==> config.mk <==
export PLATFORM = sky130hd
export DESIGN_NAME = bounded_list_insert_delete
export DESIGN_NICKNAME = d
export VERILOG_FILES = /design/src/hw/rtl/bli_pkg.sv /design/src/hw/rtl/bli_addr_unit.sv /design/src/hw/rtl/bounded_list_insert_delete.sv
export SDC_FILE = /design/constraint.sdc
export NUM_CORES = 2
export LEC_CHECK = 0
export ABC_CLOCK_PERIOD_IN_PS = 11700
export BUFFER_PORTS_ARGS = -buffer_cell sky130_fd_sc_hd__buf_2
export CAP_MARGIN = 20
export CORE_AREA = 2 2 459 324
export DETAILED_ROUTE_END_ITERATION = 6
export DIE_AREA = 0 0 461 326
export GPL_TIMING_DRIVEN = 0
export PLACE_DENSITY = 0.76
export SETUP_SLACK_MARGIN = 0.02
export SLEW_MARGIN = 0
export SYNTH_ARGS = -nofsm -noshare
export SYNTH_HDL_FRONTEND = slang
export SYNTH_SLANG_ARGS = --single-unit
==> constraint.sdc <==
create_clock -name clk -period 11.7 [get_ports clk]
set_input_delay 2.34 -clock clk [delete_from_list [all_inputs] [get_ports clk]]
set_output_delay 2.34 -clock clk [all_outputs]
set_load 0.05 [all_outputs]
==> src/hw/rtl/bli_pkg.sv <==
// Types and constants for the bounded list block.
package bli_pkg;

	localparam int BLI_CAPACITY = 64;

	localparam logic [1:0] OP_INSERT = 2'd0;
	localparam logic [1:0] OP_APPEND = 2'd1;
	localparam logic [1:0] OP_DELETE = 2'd2;

	typedef enum logic [2:0] {
		ST_IDLE,
		ST_EXEC,
		ST_SHIFT,
		ST_SHIFT_END,
		ST_LIST
	} state_t;

	// One listing result waiting in the output queue.
	typedef struct packed {
		logic signed [31:0] value;
		logic               last;
		logic               empty;
		logic               ovf;
	} entry_t;

endpackage

==> src/hw/rtl/bli_addr_unit.sv <==
// Circular-buffer address unit: head plus offset, wrapped at the capacity.
module bli_addr_unit import bli_pkg::*; #(
	parameter int CAPACITY = BLI_CAPACITY
) (
	input  logic [$clog2(CAPACITY)-1:0]   base,
	input  logic [$clog2(CAPACITY+1)-1:0] offset,
	output logic [$clog2(CAPACITY)-1:0]   addr
);

	localparam int AW = $clog2(CAPACITY);
	localparam int CW = $clog2(CAPACITY + 1);

	logic [CW:0] sum;
	logic [CW:0] wrapped;

	// base < CAPACITY and offset <= CAPACITY, so one subtract is enough
	always_comb begin
		sum     = (CW + 1)'(base) + (CW + 1)'(offset);
		wrapped = (sum >= (CW + 1)'(CAPACITY)) ? sum - (CW + 1)'(CAPACITY) : sum;
		addr    = wrapped[AW-1:0];
	end

endmodule

==> src/hw/rtl/bounded_list_insert_delete.sv <==
// Bounded ordered list with insert, append, delete and full listing.
//
//  channel | handshake            | payload
//  --------+----------------------+---------------------------------------------
//  in      | in_valid / in_ready  | op, operand
//  out     | out_valid / out_ready| element_value, is_last, list_empty, overflow
//
// Insert/append: accept, a single execute state, then the listing (n results,
//   or one when empty) streams at one result per cycle while out_ready holds.
// Delete at position p before the tail: ST_SHIFT, then ST_SHIFT_END, move the tail
//   down one slot through the single memory port pair, one entry per cycle.
// Reset clears head, count and queue state; the entry memory is left as is.
// Output stalls only throttle listing reads; a 2-entry queue keeps the rate.
module bounded_list_insert_delete import bli_pkg::*; #(
	parameter int CAPACITY = BLI_CAPACITY
) (
	input  logic               clk,
	input  logic               arst_n,
	input  logic               in_valid,
	output logic               in_ready,
	input  logic [1:0]         op,
	input  logic signed [31:0] operand,
	output logic               out_valid,
	input  logic               out_ready,
	output logic signed [31:0] element_value,
	output logic               is_last,
	output logic               list_empty,
	output logic               overflow
);

	localparam int AW = $clog2(CAPACITY);
	localparam int CW = $clog2(CAPACITY + 1);

	state_t state_q, state_nxt;

	// list bookkeeping: circular buffer, front at head_q
	logic [AW-1:0] head_q;
	logic [CW-1:0] cnt_q;
	logic          ovf_q;

	// request latched on accept
	logic [1:0]  op_q;
	logic [31:0] operand_q;

	// tail shift walker
	logic [CW-1:0] sidx_q;
	logic [AW-1:0] wdst_q;
	logic [AW-1:0] ra_s1;
	logic          pend_s1;

	// listing walker and read in flight
	logic [CW-1:0] lidx_q;
	logic          lp_q;
	logic          lp_last_q;
	logic          lp_empty_q;

	// entry memory
	logic [31:0] mem [CAPACITY];
	logic [31:0] rdata_q;

	// output queue, slot 0 is the head
	entry_t     fifo_q [2];
	logic [1:0] fcnt_q;

	// shared address unit
	logic [CW-1:0] unit_off;
	logic [AW-1:0] unit_addr;

	// decoded conditions
	logic          cnt_full;
	logic          cnt_zero;
	logic [CW-1:0] cnt_m1;
	logic [CW-1:0] pos;
	logic          pos_ok;
	logic          pos_is_tail;
	logic          is_ins;
	logic [AW-1:0] head_dec;
	logic          pop;
	logic          push;
	logic [2:0]    occ;
	logic          issue_ok;
	logic          wr_slot;
	logic [1:0]    fill;
	entry_t        new_entry;

	// control outputs of the sequencer
	logic          mem_we;
	logic [AW-1:0] mem_waddr;
	logic [31:0]   mem_wdata;
	logic          mem_re;
	logic          lst_issue;

	bli_addr_unit #(
		.CAPACITY(CAPACITY)
	) u_addr (
		.base  (head_q),
		.offset(unit_off),
		.addr  (unit_addr)
	);

	always_comb begin
		cnt_full    = (cnt_q == CW'(CAPACITY));
		cnt_zero    = (cnt_q == '0);
		cnt_m1      = cnt_q - CW'(1);
		pos         = operand_q[CW-1:0];
		// negative positions have the sign bit set and fall out here
		pos_ok      = !operand_q[31] && (operand_q[30:0] < 31'(cnt_q));
		pos_is_tail = (pos == cnt_m1);
		is_ins      = (op_q == OP_INSERT) || (op_q == OP_APPEND);
		head_dec    = (head_q == '0) ? AW'(CAPACITY - 1) : head_q - AW'(1);
	end

	// offset into the list for the one address add of this cycle
	always_comb begin
		unique case (state_q)
			ST_EXEC:  unit_off = (op_q == OP_APPEND) ? cnt_q : pos;
			ST_SHIFT: unit_off = sidx_q;
			default:  unit_off = lidx_q;
		endcase
	end

	// queue occupancy including the read in flight, after this cycle's pop
	always_comb begin
		pop      = out_valid && out_ready;
		push     = lp_q;
		occ      = 3'(fcnt_q) + 3'(lp_q) - 3'(pop);
		issue_ok = (occ <= 3'd1);
		fill     = fcnt_q - 2'(pop);
		wr_slot  = fill[0];
		new_entry.value = lp_empty_q ? '0 : rdata_q;
		new_entry.last  = lp_last_q;
		new_entry.empty = lp_empty_q;
		new_entry.ovf   = ovf_q;
	end

	// next state
	always_comb begin
		state_nxt = state_q;
		unique case (state_q)
			ST_IDLE: begin
				if (in_valid)
					state_nxt = ST_EXEC;
			end
			ST_EXEC: begin
				if (op_q == OP_DELETE && pos_ok && !pos_is_tail)
					state_nxt = ST_SHIFT;
				else
					state_nxt = ST_LIST;
			end
			ST_SHIFT: begin
				if (sidx_q == cnt_m1)
					state_nxt = ST_SHIFT_END;
			end
			ST_SHIFT_END: begin
				state_nxt = ST_LIST;
			end
			ST_LIST: begin
				if (issue_ok && (cnt_zero || lidx_q == cnt_m1))
					state_nxt = ST_IDLE;
			end
		endcase
	end

	// sequencer outputs
	always_comb begin
		in_ready  = 1'b0;
		mem_re    = 1'b0;
		lst_issue = 1'b0;
		// a pending shift write always wins the write port
		mem_we    = pend_s1;
		mem_waddr = wdst_q;
		mem_wdata = rdata_q;
		unique case (state_q)
			ST_IDLE: begin
				in_ready = 1'b1;
			end
			ST_EXEC: begin
				if (is_ins && !cnt_full) begin
					mem_we    = 1'b1;
					mem_waddr = (op_q == OP_INSERT) ? head_dec : unit_addr;
					mem_wdata = operand_q;
				end
			end
			ST_SHIFT: begin
				mem_re = 1'b1;
			end
			ST_SHIFT_END: begin
			end
			ST_LIST: begin
				lst_issue = issue_ok;
				mem_re    = issue_ok && !cnt_zero;
			end
		endcase
	end

	// control state
	always_ff @(posedge clk or negedge arst_n) begin
		if (!arst_n) begin
			state_q <= ST_IDLE;
			head_q  <= '0;
			cnt_q   <= '0;
			ovf_q   <= 1'b0;
			pend_s1 <= 1'b0;
			lp_q    <= 1'b0;
			fcnt_q  <= '0;
		end else begin
			state_q <= state_nxt;
			pend_s1 <= (state_q == ST_SHIFT);
			lp_q    <= lst_issue;
			fcnt_q  <= fcnt_q + 2'(push) - 2'(pop);
			if (state_q == ST_EXEC) begin
				ovf_q <= is_ins && cnt_full;
				if (is_ins && !cnt_full) begin
					cnt_q <= cnt_q + CW'(1);
					if (op_q == OP_INSERT)
						head_q <= head_dec;
				end else if (op_q == OP_DELETE && pos_ok && pos_is_tail) begin
					cnt_q <= cnt_m1;
				end
			end else if (state_q == ST_SHIFT_END) begin
				cnt_q <= cnt_m1;
			end
		end
	end

	// request capture, walkers and queue payload
	always_ff @(posedge clk) begin
		if (in_valid && in_ready) begin
			op_q      <= op;
			operand_q <= operand;
		end
		if (state_q == ST_EXEC) begin
			lidx_q <= '0;
			sidx_q <= pos + CW'(1);
			wdst_q <= unit_addr;
		end
		if (state_q == ST_SHIFT) begin
			sidx_q <= sidx_q + CW'(1);
			ra_s1  <= unit_addr;
		end
		if (pend_s1)
			wdst_q <= ra_s1;
		if (lst_issue) begin
			lidx_q     <= lidx_q + CW'(1);
			lp_last_q  <= cnt_zero || (lidx_q == cnt_m1);
			lp_empty_q <= cnt_zero;
		end
		// a push into the head slot replaces the shift from slot 1
		if (push && !wr_slot)
			fifo_q[0] <= new_entry;
		else if (pop)
			fifo_q[0] <= fifo_q[1];
		if (push && wr_slot)
			fifo_q[1] <= new_entry;
	end

	// entry memory: one write, one registered read per cycle
	always_ff @(posedge clk) begin
		if (mem_we)
			mem[mem_waddr] <= mem_wdata;
		if (mem_re)
			rdata_q <= mem[unit_addr];
	end

	assign out_valid     = (fcnt_q != '0);
	assign element_value = fifo_q[0].value;
	assign is_last       = fifo_q[0].last;
	assign list_empty    = fifo_q[0].empty;
	assign overflow      = fifo_q[0].ovf;

endmodule

# Word-level counts from Yosys, hierarchy flattened
# Memories as Yosys holds them, arrays and structs flattened. A register that Yosys moved wholly into a read port is not among the register bits.
# Cells that the tools add are included.
dict set report word_totals {
  ramBits 2118
  input_bits 38
  reg_bits 83
  out_inout_bits 37
  wordCells 119
  n_memories 2
}
dict set report classes {
  n_eq_ne 14
  addsub 13
  order_cmp 3
  reduce_logical 31
  bitwise 1
  muxes 40
}
# name words width rd rd_clocked_by_memory_dff write_ports line
set memory_table {}
lappend memory_table {mem 64 32 1 1 1 bounded_list_insert_delete.sv:58} ;# logic [31:0] mem [CAPACITY];
lappend memory_table {fifo_q 2 35 2 0 2 bounded_list_insert_delete.sv:62} ;# entry_t fifo_q [2];
# op n
set ops {}
lappend ops {{$mux W32} 3}
lappend ops {{$mux W7} 9}
lappend ops {{$mux W6} 7}
lappend ops {{$mux W35} 1}
lappend ops {{$lt A31 B7 Y1} 1}
lappend ops {{$add A7 B1 Y7 const B} 4}
lappend ops {{$eq A7 B7 Y1} 3}
lappend ops {{$pmux W3 S5} 1}
lappend ops {{$pmux W7 S2} 1}
lappend ops {{$mux W1} 13}
lappend ops {{$logic_and A1 B1 Y1} 12}
lappend ops {{$mux W3} 4}
lappend ops {{$sub A6 B1 Y6 const B} 2}
lappend ops {{$reduce_bool A2 Y1} 5}
lappend ops {{$add A6 B7 Y8} 1}
lappend ops {{$ge A8 B7 Y1 const B} 1}
lappend ops {{$eq A7 B7 Y1 const B} 1}
lappend ops {{$logic_not A7 Y1} 1}
lappend ops {{$sub A7 B1 Y7 const B} 1}
lappend ops {{$eq A3 B2 Y1 const B} 2}
lappend ops {{$logic_not A6 Y1} 1}
lappend ops {{$ne A2 B2 Y1 const B} 3}
lappend ops {{$reduce_and A3 Y1} 2}
lappend ops {{$logic_not A1 Y1} 5}
lappend ops {{17 further kinds} 18}

# Depth between registers and ports, before layout
dict set report logic_depth {
  word_depth 9
  ltp_mapped 17
  mapped_depth_nobuf 13
}

# Modules after synthesis
# Synthesis repeated with hierarchy kept, for this count alone.
dict set report hier_totals {
  hier_cells 3902
  hier_area_um2 87199.9
}
# module area_each_um2 n_inst cells_each seq_area_each_um2
set modules_own_cells {}
lappend modules_own_cells {bounded_list_insert_delete 87013.5 1 3883 66949.2}
lappend modules_own_cells {bli_addr_unit 186.4 1 19 0.0}

# Least setup slack after synthesis
# Ideal clock, no wire load.
dict set report synth_timing {
  kind {register to register}
  from {reg state_q[2]}
  to {mem mem[39][0], enable pin}
  path_buffers 5
  path_slack_ns 4.271
  t_arrival_ns 6.927
  setup_time_ns 0.502
  required_time_ns 11.198
  period_less_slack_ns 7.429
  path_stages_with_launch 17
  cell_sequence {dfrtp_1 buf_2 or3b_1 inv_1 buf_2 nor2_1 nand2_1 o211ai_1 ha_1 fa_1 clkbuf_1 clkbuf_1 clkbuf_1 o21ai_0 o21ai_1 nand3_1 nor4_1}
}
dict set report synth_via {
  elab_chain_len 8
  elab_cells_between_ends 13
  cone_classes {add/sub: 2; order compare: 1; eq/ne: 2; mux: 8}
}
# element line
set synth_rtl {}
lappend synth_rtl {{start: declaration} bounded_list_insert_delete.sv:34} ;# state_t state_q, state_nxt;
lappend synth_rtl {{start signal: assignment} bounded_list_insert_delete.sv:207} ;# state_q <= state_nxt;
lappend synth_rtl {{$eq A3 B2 Y1 or $eq A3 B1 Y1 (tied branches)} bounded_list_insert_delete.sv:115} ;# unique case (state_q)
lappend synth_rtl {{$pmux W7 S2 (*)} bounded_list_insert_delete.sv:115}
lappend synth_rtl {{$add A6 B7 Y8 (*)} bli_addr_unit.sv:18} ;# sum = (CW + 1)'(base) + (CW + 1)'(offset);
lappend synth_rtl {{$ge A8 B7 Y1 or $sub A6 B1 Y6 (tied branches)} bli_addr_unit.sv:19} ;# wrapped = (sum >= (CW + 1)'(CAPACITY)) ? sum - (CW + 1)'(CAPACITY) : sum;
lappend synth_rtl {{$mux W6 (*)} bli_addr_unit.sv:19}
lappend synth_rtl {{named net u_addr.addr[1]} bli_addr_unit.sv:7} ;# output logic [$clog2(CAPACITY)-1:0] addr
lappend synth_rtl {{$mux W6 (*)} bounded_list_insert_delete.sv:180} ;# mem_waddr = (op_q == OP_INSERT) ? head_dec : unit_addr;
lappend synth_rtl {{$mux W6 (*)} bounded_list_insert_delete.sv:178} ;# if (is_ins && !cnt_full) begin
lappend synth_rtl {{$mux W6 (*)} bounded_list_insert_delete.sv:173} ;# unique case (state_q)
lappend synth_rtl {{end: declaration} bounded_list_insert_delete.sv:58}
# Mark *: on every way through the listed nets, which the timed path passes. The rest lies on a longest branch.

# Worst setup path after layout
dict set report layout_timing {
  from {reg state_q[2]}
  to {mem mem[59][23], enable pin}
}
# The elaborated chain is that of the path after synthesis.

==> results.cfg <==
[run_status]
status = finished, final reports clean

[yosys]
seq_area_frac_synth_pct = 76.8
synth_common_cells = 2,212 x edfxtp_1, 640 x mux4_2, 136 x nand2_1
synthAdderAreaFrac_pct = 0.333
synth_area_per_cell_um2 = 23.1
syn-num-nets = 3836
ys_warn_count = 0
synth_top_area_share_pct = 76.2
synthXorXnorAreaFrac_pct = 0.495
synth-compound-area-share_pct = 0.990
synthTopCellsByArea = edfxtp_1 76%, mux4_2 17%, mux2i_1 1.3%, dfrtp_1 0.60%, nand2_1 0.59%
synthMuxAreaShare_pct = 18.3
synth-seq-cells = 2233
netlist_area_mm2 = 0.0872
synth_edf_count = 2212
synth_top_area_cell = edfxtp_1
yosysMostFrequentCell = edfxtp_1
synthSimpleGateAreaFrac_pct = 1.73
synth_top_family_by_area = multiplexers
synth-main-ff-cell = edfxtp_1
synthArstFlopShare_pct = 0.940
synthCells = 3776
netlist-cell-type-count = 64

[timing]
slew_headroom_pct = 20.2
period_minus_slack_ns = 8.48
rsz0062_at_grt = false
fin_skew_ns = 0.0491
fin_crit_sh_pct = 72.5
worst_pin_slew_ns = 1.20
drv_slew = 0
setup_viol = 0
fmaxAchievable_mhz = 118
finalHoldViolations = 0
tns_ns = 0

[clock_network]
cts_root_buffer = clkbuf_16
cts_resized = 0
cts.htree.levels = 4
clockBufferDepth = 3
ctsHoldBuffers = 0
path_clk_slew_ns = 0.07
clock_latency_ns = 0.88
clkSinkCount = 2233
cts_buffers = 194
post_cts_buffers = 0
cts_tree = yes

[hold_path]
hold_start = lp_last_q$_DFFE_PP_
hold_path_class = reg -> reg
hold_end = fifo_q[0][37]$_DFFE_PP_
min_path_cells = 0

[place]
hpwl_mm = 159
io_buffers = 74
dp.cells = 6108
gp_routability_congestion = 0.948

[route]
vias = 45000
wl_met3_mm = 38.3
drtAntennaViolNets = 0
first_pass_iters = 6
vias_per_cell = 6.93
top_layer = met5
met1_length_mm = 87.3
drc = 0
drt_iter0_drc = 8404
drt_wl_total_mm = 240
wl_per_cell_um = 36.9
wl_met2_mm = 105

[critical_path]
worstPathRequired_ns = 12.25
crit_type = reg -> reg
arrival_ns = 9.03
startpoint_type = register
r2r_setup_slack_ns = 3.22
r2r_end = mem[59][23]$_DFFE_PP_
crit_fanout = 16
reg2reg_depth = 22
endpoint_kind = register
reg2reg_from = state_q[2]$_DFFE_PN0P_

[die]
rows = 118
die_h_um = 326
fp.dieArea_mm2 = 0.150
fp.dieW_um = 461
start_util_pct = 59.5
io_pins = 75
core_mm2 = 0.146

[flow_run]
drv_cap = 0

[cells_and_area]
nNetsFinal = 4413
final_layout_size_suffix_gt1_share_pct = 34.0
stdcell_count = 6496
area_delta_synth_final_pct = 15.8

[grt]
grt-ovfl-total = 0
track_usage_pct = 32.3
grt_pass1_wl_mm = 335
grt_start_max_net_pins = 65
antenna_found_initial = 14
grt_pass1_vias = 43900
[sequential cells by signal, summed over array words and instances, names as in the netlist, 7 cells and up]
signal	cells
sidx_q	7
mem	2048
cnt_q	7
fifo_q	70
rdata_q	32
operand_q	32
lidx_q	7
[stage by stage]
stage	hold WS (ns)	area [um^2]	util (%)	setup slack [ns]
after floorplan	0.422	87200	-	4.27
after global placement	0.496	90000	61.5	-1.90
after detailed placement	0.496	94200	64.3	3.19
after CTS	0.515	101000	68.6	2.99
after global routing	0.526	101000	68.9	3.11
final	0.502	101000	68.9	3.22
[worst max-delay path: stages (launching register included)]
cell and delay [ns]:
dfrtp_1 0.35, buf_2 0.17, or3b_1 0.44, inv_1 0.11
buf_2 0.40, nor2_1 0.21, nand2_1 0.11, o211ai_1 0.22
ha_1 0.32, fa_1 0.58, clkbuf_1 0.47, clkbuf_1 0.55
buf_8 0.25, clkbuf_1 0.60, o21ai_0 0.22, o21ai_1 0.48
nand3_1 0.73, nor4_2 0.80, buf_4 0.31, buf_4 0.21
buf_4 0.23, buf_4 0.19, buf_4 0.16
[cells in the final DEF, fill, tap and decap left out, drive strengths merged, types with 4 or more instances in the layout]
cell type / Yosys / routed
xnor2: 28 / 28
mux4: 640 / 640
o22ai: 4 / 4
nand3: 21 / 21
a22oi: 4 / 4
xnor3: 4 / 4
mux2: 41 / 41
nor3: 7 / 7
nand2: 136 / 136
inv: 25 / 31
edfxtp: 2212 / 2212
dfrtp: 21 / 21
nor2b: 36 / 36
nand4: 5 / 5
nor2: 23 / 23
bufinv: 0 / 22
o211ai: 6 / 6
xor2: 11 / 11
a21oi: 15 / 15
o21a: 7 / 7
clkinv: 0 / 88
buf: 118 / 497
a21boi: 5 / 5
ha: 20 / 20
nor4: 41 / 41
clkbuf: 116 / 350
or2: 4 / 4
a211oi: 35 / 35
nor3b: 4 / 4
nand2b: 6 / 6
mux2i: 109 / 109
a31oi: 8 / 8
clkinvlp: 0 / 10
o21ai: 30 / 30
[how the worst max path moves through the flow]
| stage | from | endpoint | slack, ns | cells past startpoint |
|---|---|---|---|---|
| finish | state_q[2]$_DFFE_PN0P_ | mem[59][23]$_DFFE_PP_ | 3.22 | 22 |
| global route | state_q[2]$_DFFE_PN0P_ | mem[59][23]$_DFFE_PP_ | 3.11 | 22 |
| CTS | state_q[2]$_DFFE_PN0P_ | mem[39][15]$_DFFE_PP_ | 2.99 | 20 |
| detailed placement | state_q[2]$_DFFE_PN0P_ | mem[59][29]$_DFFE_PP_ | 3.19 | 22 |
| global placement | state_q[2]$_DFFE_PN0P_ | mem[42][12]$_DFFE_PP_ | -1.90 | 16 |
| floorplan | state_q[2]$_DFFE_PN0P_ | mem[39][0]$_DFFE_PP_ | 4.27 | 16 |
[cell families after synthesis]
group,count (synthesis)
flops,2233
mux,790
simple gates,302
buf+inv,259
compound gates,127
xor+xnor,43
fa+ha+maj,22
[area by class of cell]
class | instances | area (um^2)
Antenna cell | 1 | 2.50
Buffer | 234 | 1080
Clock buffer | 232 | 5030
Clock inverter | 126 | 1300
Fill cell | 8589 | 45500
Inverter | 25 | 93.8
Multi-Input combinational cell | 1284 | 19800
Sequential cell | 2233 | 66900
Tap cell | 1980 | 2480
Timing Repair Buffer | 381 | 4200
[per-layer routing]
layer	vias to the layer above	global-route usage [%]
li1	17200	-
met1	23600	47.9
met5	-	0
met2	3723	45.7
met4	6	11.2
met3	496	11.1
Power is not shown: default switching activity piles up to over one toggle a cycle in this logic, so the estimate is an artifact.
